--- src/hdl/cidr_ram.sv ---
// Generic single-write, single-read synchronous RAM with registered read.
module cidr_ram #(
  parameter int WIDTH = 8,
  parameter int DEPTH = 256
) (
  input  logic                                         clk,
  input  logic                                         we,
  input  logic [((DEPTH > 1) ? $clog2(DEPTH) : 1)-1:0] waddr,
  input  logic [WIDTH-1:0]                             wdata,
  input  logic                                         re,
  input  logic [((DEPTH > 1) ? $clog2(DEPTH) : 1)-1:0] raddr,
  output logic [WIDTH-1:0]                             rdata
);

  logic [WIDTH-1:0] mem [DEPTH];

  always_ff @(posedge clk) begin
    if (we) begin
      mem[waddr] <= wdata;
    end
    if (re) begin
      rdata <= mem[raddr];
    end
  end

endmodule

--- config.mk ---
export PLATFORM = sky130hd
export DESIGN_NAME = cidr_ram
export DESIGN_NICKNAME = d
export VERILOG_FILES = /design/src/hdl/cidr_ram.sv
export SDC_FILE = /design/constraint.sdc
export NUM_CORES = 2
export LEC_CHECK = 0
export BUFFER_PORTS_ARGS = -buffer_cell sky130_fd_sc_hd__buf_4
export CORE_MARGIN = 10
export CORE_UTILIZATION = 45
export CTS_CLUSTER_SIZE = 10
export DETAILED_ROUTE_END_ITERATION = 7
export PLACE_DENSITY = 0.63
export SYNTH_ARGS = -nofsm -noshare
export SYNTH_HDL_FRONTEND = slang
export SYNTH_SLANG_ARGS = --single-unit
--- constraint.sdc ---
create_clock -name clk -period 3.8 [get_ports clk]
set_clock_uncertainty 0.2 [all_clocks]
set_input_delay 0.38 -clock clk [delete_from_list [all_inputs] [get_ports clk]]
set_output_delay 0.38 -clock clk [all_outputs]
set_load 0.005 [all_outputs]
---- Yosys cells after proc, flatten, opt, wreduce, memory -nomap -nowiden ----
Memories as Yosys holds them, arrays and structs flattened. A register that Yosys moved wholly into a read port is not among the register bits.
Cells that the tools add are included.
cells by class
  muxes and demuxes ....................... 2
operators by type and width
  kind               count
  two-way mux 1 bit  2
storage, ports and cells
  logic and storage cells ................. 3
  input port bits ......................... 27
  memories kept ........................... 1
  output and inout port bits .............. 8
  memory bits (writable) .................. 2048
  flip-flop bits (word level) ............. 0
memories
  name  depth  bits a word  read ports  clocked after memory_dff  wr ports  line  text
  mem   256    8            1           1                         1         15    logic [WIDTH-1:0] mem [DEPTH];

---- Depth between registers and ports, before layout ----
  word-level depth ........................ 2
  mapped depth ............................ 11
  mapped depth without buffers ............ 6

---- Worst setup path after synthesis ----
No wires, ideal clock.
  kind .................................... input-to-reg
  start ................................... input raddr[0] in the netlist's numbering
  end ..................................... register rdata[2] (read register of mem), data pin
  setup time .............................. 269 ps
  path buffers ............................ 4
  cell stages on the path ................. 9
  arrival time ............................ 2187 ps
  data required time ...................... 3331 ps
  slack ................................... 1144 ps
  cells stage by stage .................... buf_6 > buf_12 > buf_8 > buf_2 > mux4_2 > a22oi_1 > a21oi_1 > nor4_1 > nor4_2
RTL lines
  item             line  text
  start, declared  11    input logic [((DEPTH > 1) ? $clog2(DEPTH) : 1)-1:0] raddr,
  end, declared    12    output logic [WIDTH-1:0] rdata

==> results.ini <==
[floorplan]
chipWidth_um=440.7
initial_core_util=0.4522
row_count=154
die_h_um=440.7
dieArea_mm2=0.1942
core_mm2=0.1761
pin_count=35

[grt]
busiest_layer=met2
grtUsageMet2=0.3138
grt_max_degree=132
grtUsageMet3=0.03248
grt_usage=0.1986
grt_overflow_total=0
grt_first_pass_wirelength_um=283100
antenna_found_initial=6
grtUsageMet1=0.2870
grt_pass1_vias=39380

[synth]
synthTopCellsByCount=edfxtp_1 (2056), mux4_2 (454), nor2_1 (282)
synth_warnings=0
synth_edf_count=2056
synth_mux_area_frac=0.1460
synth_compound_area_frac=0.03416
ys_ff_latch=2056
synth_xor_area_frac=0
synthesis.nets=3760
synthTopCellsByArea=edfxtp_1 (78%), mux4_2 (13%), mux2i_1 (1.7%)
yosys.area_share.adder=0
synth.most_common_cell=edfxtp_1
synth-simple-area-share=0.02625
synth_top_family_by_area=multiplexers
ys.flop_type=edfxtp_1
synth_cell_types=54
async_flop_share=0
syn-mean-instance-area_um2=21.33
synthesis.instances=3733
syn_area_mm2=0.07964
synth_top_area_frac=0.7753
synth_seq_area_share=0.7753
yosys.area.top_type=edfxtp_1

[clock_network]
htree_levels=4
root_buffer=clkbuf_16
hold_buffers=9
cts_made_buffers=227
clock-sinks=2056
clk_latency_ns=0.86
cts_tree=yes
cts_post_setup_buffers_inserted=0
clk_pin_slew_ns=0.05
clock_path_buffers=3
cts_resized=0

[critical_path]
r2r_cells=6
r2r-end=rdata[5]$_DFFE_PP_
crit_path_end_kind=register
critPathLaunchType=input pin
crit_start=raddr[1]
endpoint=rdata[5]$_DFFE_PP_
worstSetupPathType=in2reg
crit_required_ns=4.17
rr_startpoint=mem[211][5]$_DFFE_PP_
critPathArrivalTime_ns=3.74
r2r_slack_ns=0.52
critPathMaxFanout=73

[timing]
slew_headroom=0.2674
rsz0062_at_grt=false
min_period_ns=3.366
min_period_over_period=0.8858
fmax_ghz=0.2971
finalSetupTns_ns=0
whs_ns=0.08569
finalMaxSlewViolations=0
hold_viol=0
setup_viol=0
worstMarginPinSlew_ns=1.089

[hold_path]
hold_class=in2reg
holdCritStartpoint=waddr[2]

[routing]
wl_per_cell_um=30.00
ant_nets=0
dr.pass1.iters=5
drcViolationCount=0
via_per_inst=6.039
drtIter0Drc=4423
drt-total-wl_um=193600
vias=38980

[flow_run]
cap_viol_max_count=0

[power_and_ir_drop]
leakagePower_nw=28.12
ir_drop_uv=476.1
power_density_mw_per_mm2=511.9

[cells_and_area]
utilization=0.5129
drive_gt1_frac=0.2550
area.growth.synth_to_final_pct=13.43
finalInstanceArea_mm2=0.09033
layout.nets=4096

[place]
io_buffers=34
dp_hpwl_um=122300
postPlaceCellArea_mm2=0.08415
gp_congestion=0.8597

[status]
status=finished, final reports clean

-- layer usage --
metal | up-vias | share of wire
li1 | 16260 | -
met1 | 20830 | 0.42
met2 | 1601 | 0.48
met3 | 279 | 0.072
met4 | 4 | 0.027
met5 | - | 0.00012
-- power breakdown --
group	total [W]	switching, W	internal, W
logic	0.00232	0.00147	0.000851
clock network	0.0189	0.00817	0.0107
registers	0.0251	0.0000268	0.0250
total	0.0462	0.00967	0.0366
-- sequential cells by signal (all words and copies together), names as in the netlist --
name   flops
mem     2048
rdata      8
-- kinds of logic after synthesis --
family | count (synthesis)
mux | 591
compound gates | 385
buf+inv | 235
simple gates | 466
flops | 2056
-- area by class of cell --
cell class,count,area (um2)
fillers,13830,85780
flip-flops and latches,2056,61740
multi-input cells,1442,16490
clock buffers,246,5794
repair buffers,340,3074
well taps,2340,2928
clock inverters,23,285.3
diodes,5,12.51
inverters,2,7.507
-- worst min-delay path by stage --
stage                                 end  slack [ns]  cells after the start
finish              mem[156][4]$_DFFE_PP_        0.09                      4
global route        mem[204][5]$_DFFE_PP_        0.06                      4
CTS                 mem[182][5]$_DFFE_PP_        0.01                      4
detailed placement     rdata[6]$_DFFE_PP_        0.56                      1
global placement       rdata[6]$_DFFE_PP_        0.56                      1
floorplan             mem[0][0]$_DFFE_PP_        0.28                      0
-- worst max-delay path, stage by stage --
cell and delay, ns:
buf_8 0.42, buf_12 0.44, mux4_2 0.38, a22o_1 0.25, a221oi_1 0.56, o32ai_1 0.35
nor3_1 0.67, nor4_1 0.12
-- cell usage in the layout, fill, tap and decap left out, drive strengths merged, types with 2 or more instances in the layout --
cell and instances:
edfxtp 2056, mux4 456, buf 330, nor2 282, clkbuf 247, mux2i 134
a22oi 133, a21oi 96, o221ai 47, nand3 34, nand2 33, nor2b 31
o22ai 28, nor4 27, nor3 22, a211oi 16, clkinv 16, a221oi 14
o21ai 12, nand4 10, o211ai 10, dlygate4sd3 9, nand2b 8, a22o 8
inv 7, and2 6, diode 5, o22a 5, o32ai 5, a2111oi 5
or2 4, and3b 2, nand3b 2, a31oi 2, a311oi 2
-- metrics by stage --
stage	setup WS (ns)	total power, W	std cells
2_1_floorplan	1.144	0.02672	3733
3_3_place_gp	-0.4161	0.02783	6171
3_5_place_dp	-0.4018	0.02786	6171
4_1_cts	0.5092	0.04656	6449
5_1_grt	0.3161	0.04758	6450
6_report	0.4341	0.04624	6454
Note: power is estimated with default switching activity, not from simulation.
