### config.mk
export PLATFORM = sky130hd
export DESIGN_NAME = cidr_match
export DESIGN_NICKNAME = d
export VERILOG_FILES = /design/src/hdl/cidr_pkg.sv /design/src/hdl/cidr_match.sv
export SDC_FILE = /design/constraint.sdc
export NUM_CORES = 1
export LEC_CHECK = 0
export BUFFER_PORTS_ARGS = -buffer_cell sky130_fd_sc_hd__buf_4
export CORE_MARGIN = 5
export CORE_UTILIZATION = 25
export DETAILED_ROUTE_END_ITERATION = 8
export GPL_TIMING_DRIVEN = 0
export PLACE_DENSITY = 0.52
export SLEW_MARGIN = 25
export SYNTH_ARGS = -nofsm -noshare
export SYNTH_HDL_FRONTEND = slang
export SYNTH_SLANG_ARGS = --single-unit
### constraint.sdc
create_clock -name vclk -period 3.2
set_input_delay 0.16 -clock vclk [all_inputs]
set_output_delay 0.16 -clock vclk [all_outputs]
set_load 0.02 [all_outputs]
### src/hdl/cidr_pkg.sv
// Shared types, codes and mask helpers for the CIDR allowlist filter.
package cidr_pkg;

  localparam int MAX_ENTRIES = 256;
  localparam int IDX_W = (MAX_ENTRIES > 1) ? $clog2(MAX_ENTRIES) : 1;
  localparam int CNT_W = $clog2(MAX_ENTRIES + 1);

  localparam int V4_BITS = 32;
  localparam int V6_BITS = 128;
  localparam int V4_PFX_W = 6;
  localparam int V6_PFX_W = 8;

  localparam logic [7:0] V4_LOOPBACK_NET = 8'd127;

  localparam logic CMD_ADD = 1'b0;
  localparam logic CMD_CHECK = 1'b1;

  localparam logic [1:0] FAM_V4 = 2'd0;
  localparam logic [1:0] FAM_V6 = 2'd1;

  typedef enum logic [2:0] {
    ST_LOOPBACK = 3'd0,
    ST_MATCHED  = 3'd1,
    ST_OTHER    = 3'd2,
    ST_BLOCKED  = 3'd3,
    ST_ADDED    = 3'd4,
    ST_FULL     = 3'd5,
    ST_IGNORED  = 3'd6
  } status_t;

  typedef enum logic [1:0] {
    S_IDLE,
    S_EXEC,
    S_SCAN,
    S_OUT
  } state_t;

  typedef struct packed {
    logic [V4_BITS-1:0]  network;
    logic [V4_PFX_W-1:0] prefix;
  } v4_entry_t;

  typedef struct packed {
    logic [V6_BITS-1:0]  network;
    logic [V6_PFX_W-1:0] prefix;
  } v6_entry_t;

  // prefix is at most 32; a shift by the full width gives an all-ones mask
  function automatic logic [V4_BITS-1:0] mask_v4(input logic [V4_PFX_W-1:0] p);
    return ~({V4_BITS{1'b1}} >> p);
  endfunction

  // prefix is at most 128
  function automatic logic [V6_BITS-1:0] mask_v6(input logic [V6_PFX_W-1:0] p);
    return ~({V6_BITS{1'b1}} >> p);
  endfunction

endpackage

### src/hdl/cidr_match.sv
// Compares the checked address against one stored range of its family.
module cidr_match import cidr_pkg::*; (
  input  logic [1:0]         family,
  input  logic [63:0]        addr_hi,
  input  logic [63:0]        addr_lo,
  input  v4_entry_t          v4_entry,
  input  v6_entry_t          v6_entry,
  output logic               hit
);

  logic [V4_BITS-1:0] v4_addr;
  logic [V6_BITS-1:0] v6_addr;
  logic               v4_hit;
  logic               v6_hit;

  assign v4_addr = addr_lo[V4_BITS-1:0];
  assign v6_addr = {addr_hi, addr_lo};

  // stored networks are already masked, so only the address needs masking
  assign v4_hit = (v4_addr & mask_v4(v4_entry.prefix)) == v4_entry.network;
  assign v6_hit = (v6_addr & mask_v6(v6_entry.prefix)) == v6_entry.network;

  assign hit = (family == FAM_V4) ? v4_hit : v6_hit;

endmodule

Yosys cells after proc, flatten, opt, wreduce, memory -nomap -nowiden
Cells that the tools add are included.
{"block": "totals", "romBits": 0, "ff_bits": 0, "memories": 0, "wordCells": 10, "input_bits": 304, "output_inout_bits": 1, "ram_bits": 0, "latch_bits": 0}
{"block": "op_classes", "reduce_logical": 1, "n_mux": 1, "n_lt_le_gt_ge": 0, "n_div": 0, "n_shift": 2, "addsub": 0, "n_eq_ne": 2, "bitwise_logic": 4, "mul": 0}
{"operator": "128-bit AND", "n": 1}
{"operator": "128-bit equality test", "n": 1}
{"operator": "128-bit inverter", "n": 1}
{"operator": "128-bit by 8-bit right shift with 128-bit output (first input constant)", "n": 1}
{"operator": "32-bit AND", "n": 1}
{"operator": "32-bit equality test", "n": 1}
{"operator": "32-bit inverter", "n": 1}
{"operator": "32-bit by 6-bit right shift with 32-bit output (first input constant)", "n": 1}
{"operator": "2-bit zero test", "n": 1}
{"operator": "1-bit 2-to-1 mux", "n": 1}

Longest topological paths before layout
{"block": "depth", "depth_word": 5, "depth_mapped": 13, "mapped_depth_nobuf": 8}

Worst setup path after synthesis
No wires, ideal clock.
{"block": "synth_timing", "path_kind": "input to output", "start": "input v6_entry[2] in the netlist's numbering", "end": "output hit", "path_slack_ns": -0.029, "arrival_time_ns": 3.069, "stages": 10, "required_ns": 3.040, "path_buffers": 2, "path_cell_list": "clkbuf_1 > or3_1 > buf_6 > o211ai_1 > o221ai_2 > nor4_1 > nand4_1 > or4_1 > or4_1 > o31ai_1"}
{"block": "synth_between", "elab_chain_len": 5}
{"element": "start, declared", "line": "cidr_match.sv:7", "rtl": "input v6_entry_t v6_entry,"}
{"element": "128-bit by 8-bit right shift with 128-bit output", "line": "cidr_pkg.sv:55", "rtl": "return ~({V6_BITS{1'b1}} >> p);"}
{"element": "128-bit inverter", "line": "cidr_pkg.sv:55"}
{"element": "128-bit AND", "line": "cidr_match.sv:21", "rtl": "assign v6_hit = (v6_addr & mask_v6(v6_entry.prefix)) == v6_entry.network;"}
{"element": "128-bit equality test", "line": "cidr_match.sv:21"}
{"element": "1-bit 2-to-1 mux", "line": "cidr_match.sv:23", "rtl": "assign hit = (family == FAM_V4) ? v4_hit : v6_hit;"}
{"element": "end, declared", "line": "cidr_match.sv:8", "rtl": "output logic hit"}
No other way between the ends.

Final worst setup path
{"block": "layout_timing", "start": "input v6_entry[5] in the netlist's numbering", "end": "output hit"}
Same word-level chain as after synthesis.

==> results.ini <==
[status]
status=finished with violations
violations=setup timing

[drt]
via_count=7175
dr.pass1.iters=5
drc=0
detail_route.vias_per_cell=5.78
antenna_left=0
drtIter0Drc=650
totalWireLength_mm=33.3
wl_per_cell_um=26.8

[floorplanning]
start_util_pct=25.4
die_h_um=142
rows=48
dieArea_um2=20200
fp.dieW_um=142
ios=305
core-area_um2=17200

[final_layout]
n_fill_cell=1919
antenna_cells=0
register_area_um2=0
drive_gt1_share_pct=38.7
fin_util_pct=42.7
area_delta_synth_final_pct=68.1
nets=1322
seq_cell_count=0
finalInstanceArea_um2=7330
nClkBuffers=0

[placement]
post-place-ws_ps=-1240
placed_area_um2=6910
io_buffers=302
routabilityCongestion=0.995
dp_hpwl_mm=28.2

[critical_path]
critPathRequiredTime_ps=3040
cp_max_fo=10
start_kind=input port
worstSetupPathType=in2out
end_kind=output port
worstSetupStartpoint=v6_entry[5]
cp.arrival_ps=3210

[yosys]
postSynthCellCount=709
syn_area_um2=4360
yosysMostFrequentCell=o21ai_0
synth_largest_area_cell=xor2_1
avgSynthCellArea_um2=6.15
yosysWarnings=0
synth_area_leaders=xor2_1, o21ai_0, xnor2_1, a21oi_1, nand2_1
synth_top_area_share_pct=10.0
ys_seq_area_share_pct=0
syn_nets=1013
synth_cell_type_count=64
synth_common_cells=o21ai_0, nand2_1, xor2_1

[worst_hold_path]
min_path_type=in2out
holdCritStartpoint=v6_entry[104]

[grt]
track_usage_pct=30.9
grt_pass1_vias=7239
antenna_found_initial=0
grt_pass1_wl_mm=47.1
grt_max_degree=11
overflow=0

[timing]
fin_crit_sh_pct=105
min_period_ps=3370
setup_ws_ps=-171
slew_headroom_pct=47.7
finalHoldViolations=0
worst_slew_pin_slew_ps=765
setup_viol=1
clock.fmax_mhz=297
slew_viol_final=0
rsz0062_at_grt=yes

[power]
power.leakage_nw=3.21
power.density_nw_per_um2=143
total_power_mw=1.05
vdd_drop_max_mv=0.0686

[clock_network]
cts_hold_buf=0

[job]
drv_cap=0

-- path summary, 6_finish.rpt --
check,endpoint,cells after the start
worst max-delay path,hit,12
worst min-delay path,hit,5
-- critical path: stages --
cell and delay (ps):
buf_4 110, clkbuf_2 230, a21o_1 220, clkbuf_4 280, o211ai_1 190, xor2_1 260
nand4_1 170, nor3_4 300, nand4_1 240, or4_4 620, o31ai_4 260, buf_6 150
-- kinds of logic after synthesis --
logic type,after synthesis,synth area share [%]
AOI/OAI and AO/OA,284,43.4
muxes,1,0.258
xor gates and xnor gates,88,17.7
buffers and inverters,90,8.49
and+or+nand+nor,246,30.1
-- final cells by class --
| class | instances | area (um2) | area share, % |
|---|---|---|---|
| inverter | 38 | 143 | 1.95 |
| tap | 225 | 282 | 3.84 |
| multi-input combinational | 619 | 4210 | 57.4 |
| timing repair buffer | 314 | 2390 | 32.6 |
| buffer | 45 | 310 | 4.23 |
-- cells in the final DEF (no fill, tap or decap), drive strengths merged, types with 5 or more instances in the layout --
cell type    n
a21oi       48
nor4        12
a2111oi      9
or2          6
nand4       22
nor2b       21
xor2        50
nand3       18
nor3        20
or4          7
inv         38
and3         8
o22ai       11
o21a        10
or3         13
nand2b      10
o21ai       86
o2111ai      9
and2        11
nor3b        5
xnor2       38
a31oi        5
a21boi       5
buf        333
a21o        12
o211a        5
clkbuf      26
o211ai      27
nor2        31
o31ai        8
nand2       55
a221oi       5
-- routing by layer --
metal / share of wire (%) / vias to the layer above / wire (um) / global-route usage [%]
met2: 45 / 435 / 15000 / 50.0
met3: 9.8 / 66 / 3250 / 5.54
li1: - / 3309 / - / -
met1: 42 / 3365 / 13900 / 42.4
met5: 0 / - / 0 / 0
met4: 3.4 / 0 / 1140 / 7.88
-- stage by stage --
step                setup TNS (ps)  hold WS [ps]  instances
floorplan                        0           586        709
global placement             -1220           807       1236
detailed placement           -1240           821       1236
CTS                           -126           836       1243
global route                  -210           843       1241
finish                        -171           818       1241
-- what timing repair did --
action	in CTS	in global routing
setup buffers	11	1
endpoints found under the setup margin	1	1
pin swaps	16	19
resized for setup	84	34
cloned	0	0
-- power breakdown --
group          switching, mW  total (mW)  internal, mW
Clock                      0           0             0
Sequential                 0           0             0
Combinational          0.549        1.05         0.500
No activity file was read; power rests on OpenSTA's default activity.
